`src/atrp_pkg.sv`:
```
`default_nettype none
// ----------------------------------------------------------------------------
// atrp_pkg
// Types and constants shared by the tilt (roll/pitch) block.
// ----------------------------------------------------------------------------
package atrp_pkg;

  // Arctangent table: atan(2^-i) in degrees * 65536, rounded to nearest.
  localparam int AtanLen = 24;

  function automatic logic [23:0] atan_q16(input logic [4:0] i);
    logic [23:0] v;
    begin
      case (i)
        5'd0:  v = 24'd2949120;
        5'd1:  v = 24'd1740967;
        5'd2:  v = 24'd919879;
        5'd3:  v = 24'd466945;
        5'd4:  v = 24'd234379;
        5'd5:  v = 24'd117304;
        5'd6:  v = 24'd58666;
        5'd7:  v = 24'd29335;
        5'd8:  v = 24'd14668;
        5'd9:  v = 24'd7334;
        5'd10: v = 24'd3667;
        5'd11: v = 24'd1833;
        5'd12: v = 24'd917;
        5'd13: v = 24'd458;
        5'd14: v = 24'd229;
        5'd15: v = 24'd115;
        5'd16: v = 24'd57;
        5'd17: v = 24'd29;
        5'd18: v = 24'd14;
        5'd19: v = 24'd7;
        5'd20: v = 24'd4;
        5'd21: v = 24'd2;
        5'd22: v = 24'd1;
        default: v = 24'd0;
      endcase
      return v;
    end
  endfunction

  // 180 degrees in the accumulator scale.
  localparam logic signed [31:0] Deg180Q16 = 32'sd11796480;

  // Clamp limits in 1/16 degree.
  localparam logic signed [31:0] RollLim  = 32'sd2880;
  localparam logic signed [31:0] PitchLim = 32'sd1440;

  // CORDIC command from the sequencer.
  typedef struct packed {
    logic start;
    logic is_pitch;
  } cordic_cmd_t;

endpackage
`default_nettype wire

```
`src/atrp_cordic.sv`:
```
`default_nettype none
// ----------------------------------------------------------------------------
// atrp_cordic
// Iterative CORDIC vectoring unit: atan2(y, x) in 1/16 degree, one
// micro-rotation per cycle, clamped to the limit the command selects.
// ----------------------------------------------------------------------------
module atrp_cordic
  import atrp_pkg::*;
#(
  parameter int W     = 32,
  parameter int ITERS = 16
) (
  input  wire logic                clk,
  input  wire logic                rst_n,
  input  wire cordic_cmd_t         cmd,
  input  wire logic signed [W-1:0] x_in,
  input  wire logic signed [W-1:0] y_in,
  output logic                     done,
  output logic signed [12:0]       angle
);

  localparam int IW = $clog2(ITERS + 1);

  logic signed [W:0]   x_r, x_nxt, y_r, y_nxt;
  logic signed [31:0]  z_r, z_nxt;
  logic [IW-1:0]       it_r, it_nxt;
  logic                busy_r, busy_nxt, zero_r, zero_nxt, pit_r, pit_nxt;
  logic                done_r, done_nxt;
  logic signed [12:0]  ang_r, ang_nxt;
  logic signed [W:0]   xs, ys;
  logic signed [31:0]  ta, rnd, lim;
  logic [4:0]          tidx;

  always_comb begin
    tidx = (it_r < IW'(AtanLen)) ? 5'(it_r) : 5'd31;
    ta   = $signed({8'd0, atan_q16(tidx)});
    xs   = x_r >>> it_r;
    ys   = y_r >>> it_r;
    rnd  = (z_r + 32'sd2048) >>> 12;
    lim  = pit_r ? PitchLim : RollLim;
  end

  // Sequencer and shared add/subtract datapath.
  always_comb begin
    x_nxt = x_r; y_nxt = y_r; z_nxt = z_r; it_nxt = it_r;
    busy_nxt = busy_r; zero_nxt = zero_r; pit_nxt = pit_r;
    done_nxt = 1'b0; ang_nxt = ang_r;
    if (cmd.start) begin
      busy_nxt = 1'b1;
      it_nxt   = '0;
      pit_nxt  = cmd.is_pitch;
      zero_nxt = (x_in == '0) && (y_in == '0);
      if (x_in < 0) begin
        z_nxt = (y_in >= 0) ? Deg180Q16 : -Deg180Q16;
        x_nxt = -{x_in[W-1], x_in};
        y_nxt = -{y_in[W-1], y_in};
      end else begin
        z_nxt = '0;
        x_nxt = {x_in[W-1], x_in};
        y_nxt = {y_in[W-1], y_in};
      end
    end else if (busy_r) begin
      if (it_r == IW'(ITERS)) begin
        busy_nxt = 1'b0;
        done_nxt = 1'b1;
        if (zero_r)          ang_nxt = '0;
        else if (rnd > lim)  ang_nxt = 13'(lim);
        else if (rnd < -lim) ang_nxt = 13'(-lim);
        else                 ang_nxt = 13'(rnd);
      end else begin
        it_nxt = it_r + 1'b1;
        if (y_r >= 0) begin
          x_nxt = x_r + ys; y_nxt = y_r - xs; z_nxt = z_r + ta;
        end else begin
          x_nxt = x_r - ys; y_nxt = y_r + xs; z_nxt = z_r - ta;
        end
      end
    end
  end

  always_ff @(posedge clk) begin
    if (!rst_n) begin
      busy_r <= 1'b0;
      done_r <= 1'b0;
    end else begin
      busy_r <= busy_nxt;
      done_r <= done_nxt;
    end
    x_r <= x_nxt; y_r <= y_nxt; z_r <= z_nxt; it_r <= it_nxt;
    zero_r <= zero_nxt; pit_r <= pit_nxt; ang_r <= ang_nxt;
  end

  assign done  = done_r;
  assign angle = ang_r;

  // A result appears only at the end of a pass.
  a_done_busy: assert property (@(posedge clk) disable iff (!rst_n)
    done_r |-> $past(busy_r)) else $error("done without pass");
  a_clamp: assert property (@(posedge clk) disable iff (!rst_n)
    done_r |-> (ang_r <= 13'sd2880 && ang_r >= -13'sd2880))
    else $error("angle out of range");

endmodule
`default_nettype wire

```
`src/accel_tilt_roll_pitch_top.sv`:
```
`default_nettype none
// ----------------------------------------------------------------------------
// accel_tilt_roll_pitch_top
// Low-pass filters an accelerometer triple and returns roll and pitch.
//
//  channel | ports                                  | direction
//  in      | in_valid/ready, in_x/y/z_sample        | sink
//  out     | out_valid/ready, out_roll/pitch_angle  | source
//  cfg     | cfg_valid/ready, cfg_alpha_q8          | sink
//
// out_valid rises after a word is accepted and has passed three filter steps,
// two squaring steps, the roll CORDIC pass, a square root of RW bits
// (RW = SAMPLE_BITS+FRAC_BITS+1) and the pitch CORDIC pass. in_ready is low
// while a word is in work or a result waits. Reset clears the filter state
// and sets alpha to 128.
// ----------------------------------------------------------------------------
module accel_tilt_roll_pitch_top
  import atrp_pkg::*;
#(
  parameter int SAMPLE_BITS  = 12,
  parameter int FRAC_BITS    = 8,
  parameter int CORDIC_ITERS = 16
) (
  input  wire logic                   clk,
  input  wire logic                   rst_n,
  input  wire logic                   in_valid,
  output logic                        in_ready,
  input  wire logic [SAMPLE_BITS-1:0] in_x_sample,
  input  wire logic [SAMPLE_BITS-1:0] in_y_sample,
  input  wire logic [SAMPLE_BITS-1:0] in_z_sample,
  output logic                        out_valid,
  input  wire logic                   out_ready,
  output logic [12:0]                 out_roll_angle,
  output logic [11:0]                 out_pitch_angle,
  input  wire logic                   cfg_valid,
  output logic                        cfg_ready,
  input  wire logic [8:0]             cfg_alpha_q8
);

  localparam int FW  = SAMPLE_BITS + FRAC_BITS;   // filter state width
  localparam int SW  = 2 * FW + 2;                // sum of squares width
  localparam int RW  = FW + 1;                    // root width
  localparam int RIW = $clog2(RW + 1);
  localparam int CW  = FW + 2;                    // cordic operand width

  localparam logic [2:0] S_IDLE = 3'd0, S_FILT = 3'd1, S_SQ = 3'd2,
                         S_ROLL = 3'd3, S_SQRT = 3'd4, S_PITCH = 3'd5,
                         S_OUT = 3'd6;

  logic [2:0]            st_r, st_nxt;
  logic [8:0]            alpha_r;
  logic signed [FW-1:0]  fx_r, fy_r, fz_r, fx_nxt, fy_nxt, fz_nxt;
  logic signed [SAMPLE_BITS-1:0] sx_r, sy_r, sz_r;
  logic [1:0]            ax_r, ax_nxt;
  logic [SW-1:0]         rem_r, rem_nxt, sq_r, sq_nxt;
  logic [RW-1:0]         root_r, root_nxt;
  logic [RIW-1:0]        ri_r, ri_nxt;
  logic                  cstart_r, cstart_nxt;
  logic signed [12:0]    roll_r, roll_nxt;
  logic [11:0]           pitch_r, pitch_nxt;
  logic                  ov_r, ov_nxt;
  cordic_cmd_t           cmd;
  logic signed [CW-1:0]  cx, cy;
  logic                  cdone;
  logic signed [12:0]    cang;

  // Filter step on one axis (shared multiplier pair).
  logic signed [SAMPLE_BITS-1:0] s_sel;
  logic signed [FW-1:0]  f_sel, f_new;
  logic signed [9:0]     a_w;
  logic signed [FW+10:0] acc;
  always_comb begin
    a_w   = (alpha_r > 9'd256) ? 10'sd256 : $signed({1'b0, alpha_r});
    s_sel = (ax_r == 2'd0) ? sx_r : (ax_r == 2'd1) ? sy_r : sz_r;
    f_sel = (ax_r == 2'd0) ? fx_r : (ax_r == 2'd1) ? fy_r : fz_r;
    acc   = a_w * $signed({s_sel, {FRAC_BITS{1'b0}}})
          + (10'sd256 - a_w) * f_sel;
    f_new = FW'(acc >>> 8);
  end

  // Square of the selected filtered axis.
  logic signed [FW-1:0]  sq_in;
  logic signed [2*FW-1:0] sq_prod;
  logic [SW-1:0]         sq_val, trial;
  always_comb begin
    sq_in   = (ax_r == 2'd0) ? fy_r : fz_r;
    sq_prod = sq_in * sq_in;
    sq_val  = SW'($unsigned(sq_prod));
  end

  // Bit-pair of the restoring square root.
  logic [SW-1:0]         bitv;
  always_comb begin
    bitv  = SW'(1) << (2 * (RW - 1 - ri_r));
    trial = SW'(root_r) << (RW - ri_r);
  end

  // Sequencer.
  always_comb begin
    st_nxt = st_r; fx_nxt = fx_r; fy_nxt = fy_r; fz_nxt = fz_r;
    ax_nxt = ax_r; rem_nxt = rem_r; sq_nxt = sq_r; root_nxt = root_r;
    ri_nxt = ri_r; cstart_nxt = 1'b0; roll_nxt = roll_r;
    pitch_nxt = pitch_r; ov_nxt = ov_r;
    cmd.start = cstart_r;
    cmd.is_pitch = (st_r == S_PITCH);
    cx = (st_r == S_PITCH) ? CW'($signed({1'b0, root_r})) : CW'(fz_r);
    cy = (st_r == S_PITCH) ? CW'(fx_r) : -CW'(fy_r);
    case (st_r)
      S_IDLE: if (in_valid) begin
        st_nxt = S_FILT; ax_nxt = 2'd0;
      end
      S_FILT: begin
        if (ax_r == 2'd0) fx_nxt = f_new;
        if (ax_r == 2'd1) fy_nxt = f_new;
        if (ax_r == 2'd2) begin
          fz_nxt = f_new; ax_nxt = 2'd0; st_nxt = S_SQ; sq_nxt = '0;
        end else ax_nxt = ax_r + 2'd1;
      end
      S_SQ: begin
        sq_nxt = sq_r + sq_val;
        if (ax_r == 2'd1) begin
          st_nxt = S_ROLL; cstart_nxt = 1'b1;
          rem_nxt = sq_r + sq_val; root_nxt = '0; ri_nxt = '0;
        end else ax_nxt = 2'd1;
      end
      S_ROLL: if (cdone) begin
        roll_nxt = cang; st_nxt = S_SQRT;
      end
      S_SQRT: begin
        // Root kept unshifted; trial = (root << (k+1)) + bit, k bit position.
        if (ri_r == RIW'(RW)) begin
          st_nxt = S_PITCH; cstart_nxt = 1'b1;
        end else begin
          ri_nxt = ri_r + 1'b1;
          if (rem_r >= trial + bitv) begin
            rem_nxt  = rem_r - (trial + bitv);
            root_nxt = root_r | (RW'(1) << (RW - 1 - ri_r));
          end
        end
      end
      S_PITCH: if (cdone) begin
        pitch_nxt = 12'(cang); st_nxt = S_OUT; ov_nxt = 1'b1;
      end
      S_OUT: if (out_ready) begin
        ov_nxt = 1'b0; st_nxt = S_IDLE;
      end
      default: st_nxt = S_IDLE;
    endcase
  end

  always_ff @(posedge clk) begin
    if (!rst_n) begin
      st_r <= S_IDLE; alpha_r <= 9'd128; ov_r <= 1'b0; cstart_r <= 1'b0;
      fx_r <= '0; fy_r <= '0; fz_r <= '0;
    end else begin
      st_r <= st_nxt; ov_r <= ov_nxt; cstart_r <= cstart_nxt;
      fx_r <= fx_nxt; fy_r <= fy_nxt; fz_r <= fz_nxt;
      if (cfg_valid) alpha_r <= cfg_alpha_q8;
    end
    if (in_valid && in_ready) begin
      sx_r <= in_x_sample; sy_r <= in_y_sample; sz_r <= in_z_sample;
    end
    ax_r <= ax_nxt; rem_r <= rem_nxt; sq_r <= sq_nxt; root_r <= root_nxt;
    ri_r <= ri_nxt; roll_r <= roll_nxt; pitch_r <= pitch_nxt;
  end

  atrp_cordic #(.W(CW), .ITERS(CORDIC_ITERS)) u_cordic (
    .clk(clk), .rst_n(rst_n), .cmd(cmd), .x_in(cx), .y_in(cy),
    .done(cdone), .angle(cang)
  );

  assign in_ready        = (st_r == S_IDLE);
  assign cfg_ready       = 1'b1;
  assign out_valid       = ov_r;
  assign out_roll_angle  = roll_r;
  assign out_pitch_angle = pitch_r;

  a_ov_state: assert property (@(posedge clk) disable iff (!rst_n)
    ov_r |-> st_r == S_OUT) else $error("result outside output state");
  a_accept_idle: assert property (@(posedge clk) disable iff (!rst_n)
    (in_valid && in_ready) |=> st_r == S_FILT) else $error("bad start");
  a_pitch_rng: assert property (@(posedge clk) disable iff (!rst_n)
    ov_r |-> ($signed(pitch_r) <= 12'sd1440 && $signed(pitch_r) >= -12'sd1440))
    else $error("pitch out of range");

endmodule
`default_nettype wire

```
`config.mk`:
```
export PLATFORM = sky130hd
export DESIGN_NAME = accel_tilt_roll_pitch_top
export DESIGN_NICKNAME = d
export VERILOG_FILES = /design/src/atrp_pkg.sv /design/src/atrp_cordic.sv /design/src/accel_tilt_roll_pitch_top.sv
export SDC_FILE = /design/constraint.sdc
export NUM_CORES = 2
export LEC_CHECK = 0
export BUFFER_PORTS_ARGS = -buffer_cell sky130_fd_sc_hd__buf_2
export CAP_MARGIN = 20
export CORE_ASPECT_RATIO = 1.5
export CORE_MARGIN = 1.5
export CORE_UTILIZATION = 23
export DETAILED_ROUTE_END_ITERATION = 16
export GPL_ROUTABILITY_DRIVEN = 0
export SYNTH_ARGS = -nofsm -noshare
export SYNTH_HDL_FRONTEND = slang
export SYNTH_SLANG_ARGS = --single-unit
```
`constraint.sdc`:
```
create_clock -name clk -period 26.1 [get_ports clk]
set_input_delay 1.305 -clock clk [delete_from_list [all_inputs] [get_ports clk]]
set_output_delay 1.305 -clock clk [all_outputs]
set_load 0.01 [all_outputs]
```
# Word-level counts from Yosys, hierarchy flattened
# Memories as Yosys holds them, arrays and structs flattened.
# Index checks and enable logic that the tools add are counted.
[totals] register_bits=347 mem_bits_ro=704 inputBits=50 output_inout_bits=28 elab_cells=179 memories=1
[memory_table] memory="(name not given)" words=32 word_bits=22 read_ports=1 rd_clocked_by_memory_dff=0 wr=0 line_no="atrp_pkg.sv:14" rtl="case (i)"
[classes] add_sub_neg=21 multipliers=3 order_cmp=8 eq_ne=21 n_shift=5 muxes=63 n_bitwise=5 reduce_logical=26
[ops] op="$mux 23" n=10
[ops] op="$mux 32" n=6
[ops] op="$mux 42" n=4
[ops] op="$pmux 42 s2" n=2
[ops] op="$mux 21" n=3
[ops] op="$mux 20" n=3
[ops] op="$add 23x23->23" n=2
[ops] op="$neg 23->23" n=2
[ops] op="$sshr 23x5->23" n=2
[ops] op="$sub 23x23->23" n=2
[ops] op="$logic_not 22->1" n=2
[ops] op="$mux 22" n=2
[ops] op="$add 42x40->42" n=1
[ops] op="$add 42x42->42" n=1
[ops] op="$ge 42x42->1" n=1
[ops] op="$pmux 21 s2" n=1
[ops] op="$shl 1x32->42 const A" n=1
[ops] op="$shl 21x32->42" n=1
[ops] op="$sub 42x42->42" n=1
[ops] op="$mul 20x20->40" n=1
[ops] op="$mux 12" n=3
[ops] op="$add 32x13->32 const B" n=1
[ops] op="$add 32x25->32" n=1
[ops] op="$lt 20x32->1" n=1
[ops] op="other kinds (47)" n=98

# Depth between registers and ports, before layout
# An unclocked memory read counts as a cell.
[depth] word_depth=8 ltp_mapped=45 mapped_depth_nobuf=42

# Modules after synthesis
# A second synthesis with hierarchy kept.
[unflattened] hier_cells=6440 hier_area_um2=55823.5
[modules_own_cells] module="accel_tilt_roll_pitch_top" instances=1 cells_per_inst=4793 area_per_inst_um2=41913.9 seq_area_each_um2=6676.4
[modules_own_cells] module="atrp_cordic" instances=1 cells_per_inst=1647 area_per_inst_um2=13909.6 seq_area_each_um2=2932.8

# Worst setup path before layout
# No wires, ideal clock.
[synth_path] path_type="register to register" from="register ax_r[0]" to="register rem_r[40] (data pin)" setup_ns=0.269 arrival_time_ns=10.215 required_ns=25.831 setup_slack_ns=15.616 stages_incl_launch_ff=40 path_buffers=4 synth_period_minus_slack_ns=10.484 cell_sequence="edfxtp_1 > buf_2 > nor2_2 > clkbuf_1 > mux2_2 > inv_1 > clkbuf_1 > nor2_1 > fa_1 > fa_1 > inv_1 > fa_1 > inv_1 > fa_1 > fa_1 > fa_1 > inv_1 > fa_1 > [4 not listed] > a21oi_1 > nand2_1 > o2111ai_1 > nand3_1 > a221oi_1 > xnor2_1 > ha_1 > a21o_1 > a21o_1 > a2111oi_0 > a21oi_1 > o41ai_1 > o311a_1 > a21oi_1 > a31o_2 > a21oi_1 > xor2_1 > o21ai_0"
[synth_between] elab_chain_len=6
[synth_rtl] element="start, declared" line_no="accel_tilt_roll_pitch_top.sv:54" rtl="logic [1:0] ax_r, ax_nxt;"
[synth_rtl] element="start signal, assigned" line_no="accel_tilt_roll_pitch_top.sv:163" rtl="ax_r <= ax_nxt; rem_r <= rem_nxt; sq_r <= sq_nxt; root_r <= root_nxt;"
[synth_rtl] element="$logic_not 2->1" line_no="accel_tilt_roll_pitch_top.sv:86" rtl="sq_in = (ax_r == 2'd0) ? fy_r : fz_r;"
[synth_rtl] element="$mux 20" line_no="accel_tilt_roll_pitch_top.sv:86"
[synth_rtl] element="$mul 20x20->40" line_no="accel_tilt_roll_pitch_top.sv:87" rtl="sq_prod = sq_in * sq_in;"
[synth_rtl] element="$add 42x40->42" line_no="accel_tilt_roll_pitch_top.sv:123" rtl="rem_nxt = sq_r + sq_val; root_nxt = '0; ri_nxt = '0;"
[synth_rtl] element="$mux 42" line_no="accel_tilt_roll_pitch_top.sv:121" rtl="if (ax_r == 2'd1) begin"
[synth_rtl] element="$pmux 42 s2" line_no="accel_tilt_roll_pitch_top.sv:108" rtl="case (st_r)"
[synth_rtl] element="named net rem_nxt[40]" line_no="accel_tilt_roll_pitch_top.sv:55" rtl="logic [SW-1:0] rem_r, rem_nxt, sq_r, sq_nxt;"
[synth_rtl] element="end signal, assigned" line_no="accel_tilt_roll_pitch_top.sv:163"
[synth_rtl] element="end, declared" line_no="accel_tilt_roll_pitch_top.sv:55"
# The timed path passes the listed nets, and every way through them passes these cells. The select of a mux whose other input is x is not followed.
# A chain may end at the register's enable or synchronous reset.

# Worst setup path in the final report
[layout_path] from="register ax_r[1]" to="register rem_r[40] (data pin)"
# The elaborated chain is that of the path after synthesis.

==> impl_metrics.csv <==
group,metric,value,unit
route,postRouteWirelength,159.6,mm
cts,cts.path.max_buffers,3,
critical_path,arrival,12.33,ns
sta,max_freq,83.48,MHz
sta,setup_slack,14.12,ns
sta,setup_viol_count_final,0,
place,dp.cells,9268,
critical_path,critPathLaunchType,"flop",
floorplan,io_pins,78,
sta,slew_headroom,0.2877,
cts,clockRootBuffer,"clkbuf_16",
pwr,power_leakage,26.31,nW
synth,synth_edf_count,266,
synth,yosys.cell_types.count,106,
sta,setup_tns,0,ns
global_route,antenna_found_initial,3,
global_route,grt_pass1_vias,46850,
synth,synth.ff_latch_count,347,
place,port_buffers,76,
route,drc,0,
route,dr.pass1.iters,8,
job,timing.max_cap.violations,0,
global_route,grt_pass1_wl,253.4,mm
sta,finalHoldViolCount,0,
sta,fin_crit_sh,0.4590,
route,vias_per_cell,4.734,
run_status,status,"completed",
floorplan,die_y,601.3,um
floorplan,fp.dieW,401.9,um
finish,layout-drive-gt1-share,0.06609,
finish,area_growth,10.43,%
finish,finalNetCount,7350,
critical_path,worst-path-max-fanout,34,
route,drt-wirelength-per-cell,17.05,um
finish,fin_util,0.2554,
place,hpwl,129.6,mm
critical_path,critPathMaxStageDelay,1.03,ns
min_path,min_path_cells,0,
cts,cts_buffers,48,
floorplan,die_area,241600,um2
cts,htreeDepth,2,
critical_path,worstSetupEndpointType,"flop",
floorplan,start_util,0.2313,
finish,fin_cells,9359,
critical_path,cp.required,26.45,ns
synth,yosys_warnings,0,
cts,clock-sinks,347,
place,dpl_worst_slack,14.30,ns
critical_path,crit_type,"flop to flop",
critical_path,worstRegToRegCells,40,
finish,final_common_cell,"inv_1",
pwr,ir_drop,167.8,uV
route,dr.first_iter.drc_count,3016,
synth,netlist_instances,6251,
sta,clock_skew,0.04605,ns
route,ant_nets,0,
sta,rsz0062_at_grt,"no",
cts,post-cts-setup-buffers,0,
global_route,grtUsageTotal,0.1304,
cts,clk_pin_slew_worst_paths,0.06,ns
route,vias,44300,
synth,synth.yosys.seq_area_share,0.1751,
finish,layout_common_cells,"880 x inv_1, 687 x nand2_1, 652 x fa_1",
cts,cts-resized-gates,0,
global_route,grt.overflow.total,0,
cts,tritoncts,"done",
synth,syn_area_per_cell,8.780,um2
sta,final_max_slew_viol_count,0,
pwr,power_density,125.2,nW/um2
sta,finalCriticalPeriod,11.98,ns
cts,ctsHoldBuffers,0,
critical_path,cp_common_cell,"a21oi_1",
synth,synthArstFlopShare,0,
floorplan,num_rows,219,
synth,ys.flop_type,"edfxtp_1",
sta,fin_hold_ws,0.4399,ns
min_path,hold_class,"flop to flop",
floorplan,core,237300,um2
synth,synth_area,54890,um2
critical_path,cp_slowest_cell,"edfxtp_1",
global_route,grt_max_degree,83,
cts,clkLatencyLatePin,0.67,ns
sta,tightest_slew,1.057,ns
-- critical path, delay by kind of cell, from the launching register on --
kind	cells	cell delay, ns
AO/OA/AOI/OAI	21	4.99
XOR/XNOR	2	0.28
adder cells (fa/ha/maj)	9	3.68
buffers and inverters	5	0.85
flip-flops	1	1.03
multiplexers	1	0.51
AND/OR/NAND/NOR	2	0.36
-- worst paths after layout --
path                                                       start                           end  slack, ns
worst min-delay path            u_cordic.angle[12]$_SDFFCE_PP0P_  out_roll_angle[12]$_DFFE_PP_       0.44
worst max-delay path                           ax_r[1]$_DFFE_PP_           rem_r[40]$_DFFE_PP_      14.12
worst max register to register                 ax_r[1]$_DFFE_PP_           rem_r[40]$_DFFE_PP_      14.12
worst min register to register  u_cordic.angle[12]$_SDFFCE_PP0P_  out_roll_angle[12]$_DFFE_PP_       0.44
-- cell type report --
cell class	count	area, um2
fill	25460	176700
multi-input combinational	4791	41060
sequential	347	9619
tap	3094	3871
inverter	889	3337
clock buffer	55	1259
timing repair buffer	147	945.9
clock inverter	35	515.5
antenna	1	2.502
-- where the power goes --
part / internal [mW] / leakage [nW] / switching (mW)
Sequential: 0.787 / 3.13 / 0.0993
Combinational: 2.32 / 22.3 / 3.63
Clock: 0.451 / 0.860 / 0.301
-- registers in the layout (all words and copies together) (netlist names), 2 cells and up --
register	cells
u_cordic.x_r	23
ri_r	5
sq_r	42
out_roll_angle	13
u_cordic.y_r	23
out_pitch_angle	12
ax_r	2
u_cordic.z_r	32
sy_r	12
fz_r	20
sz_r	12
fx_r	20
alpha_r	9
u_cordic.it_r	5
rem_r	42
u_cordic.angle	13
root_r	21
fy_r	20
sx_r	12
st_r	3
-- routing by layer --
metal / part of all wire / global-route usage
met1: 0.37 / 0.1375
met2: 0.52 / 0.2452
met3: 0.044 / 0.01674
met4: 0.069 / 0.07734
met5: 0.00019 / 0
-- cells in the mapped netlist, drive strengths merged (8+ instances only) --
| library cell | count | share of area |
|---|---|---|
| a21oi | 291 | 0.027 |
| xnor2 | 243 | 0.039 |
| a211oi | 34 | 0.0047 |
| a41o | 8 | 0.0015 |
| o21a | 66 | 0.0090 |
| nand2 | 690 | 0.047 |
| or3 | 34 | 0.0039 |
| a21o | 104 | 0.014 |
| o22ai | 18 | 0.0024 |
| mux4 | 64 | 0.026 |
| fa | 652 | 0.24 |
| a21boi | 62 | 0.0085 |
| o31ai | 32 | 0.0044 |
| and3 | 42 | 0.0048 |
| and2 | 47 | 0.0054 |
| ha | 424 | 0.097 |
| nor3b | 8 | 0.0012 |
| nor4 | 23 | 0.0027 |
| nand2b | 57 | 0.0065 |
| o211ai | 24 | 0.0033 |
| nand4 | 35 | 0.0040 |
| edfxtp | 266 | 0.15 |
| nor3 | 98 | 0.0090 |
| nor2b | 64 | 0.0073 |
| mux2i | 125 | 0.023 |
| a31o | 12 | 0.0019 |
| or2 | 12 | 0.0014 |
| inv | 882 | 0.060 |
| xor2 | 165 | 0.026 |
| o21ai | 296 | 0.027 |
| clkbuf | 184 | 0.013 |
| nor2 | 651 | 0.045 |
| a211o | 14 | 0.0022 |
| buf | 60 | 0.0056 |
| o41ai | 8 | 0.0014 |
| mux2 | 46 | 0.0094 |
| o21bai | 44 | 0.0061 |
| a31oi | 42 | 0.0048 |
| dfxtp | 81 | 0.030 |
| a2111oi | 9 | 0.0019 |
| nand3 | 113 | 0.010 |
| o211a | 11 | 0.0020 |
| or4 | 8 | 0.0011 |
-- cells by family (layout without fill, tap and decap cells) --
kind of cell | after synthesis | count (layout) | synth area share
simple gates | 1907 | 1907 | 0.1534
other cells | 2 | 23 | 0.0001368
xor+xnor | 408 | 408 | 0.06511
buf+inv | 1133 | 1126 | 0.07897
compound gates | 1143 | 1143 | 0.1343
flops | 347 | 347 | 0.1751
mux | 235 | 235 | 0.05856
fa+ha+maj | 1076 | 1076 | 0.3345
-- stage by stage --
step	instance area (um2)	total power, mW
after floorplan	54960	5.339
after global placement	58790	6.712
after detailed placement	58840	6.823
after CTS	60610	7.625
after global routing	60610	8.358
final	60610	7.589
(Power assumes the default switching activity.)
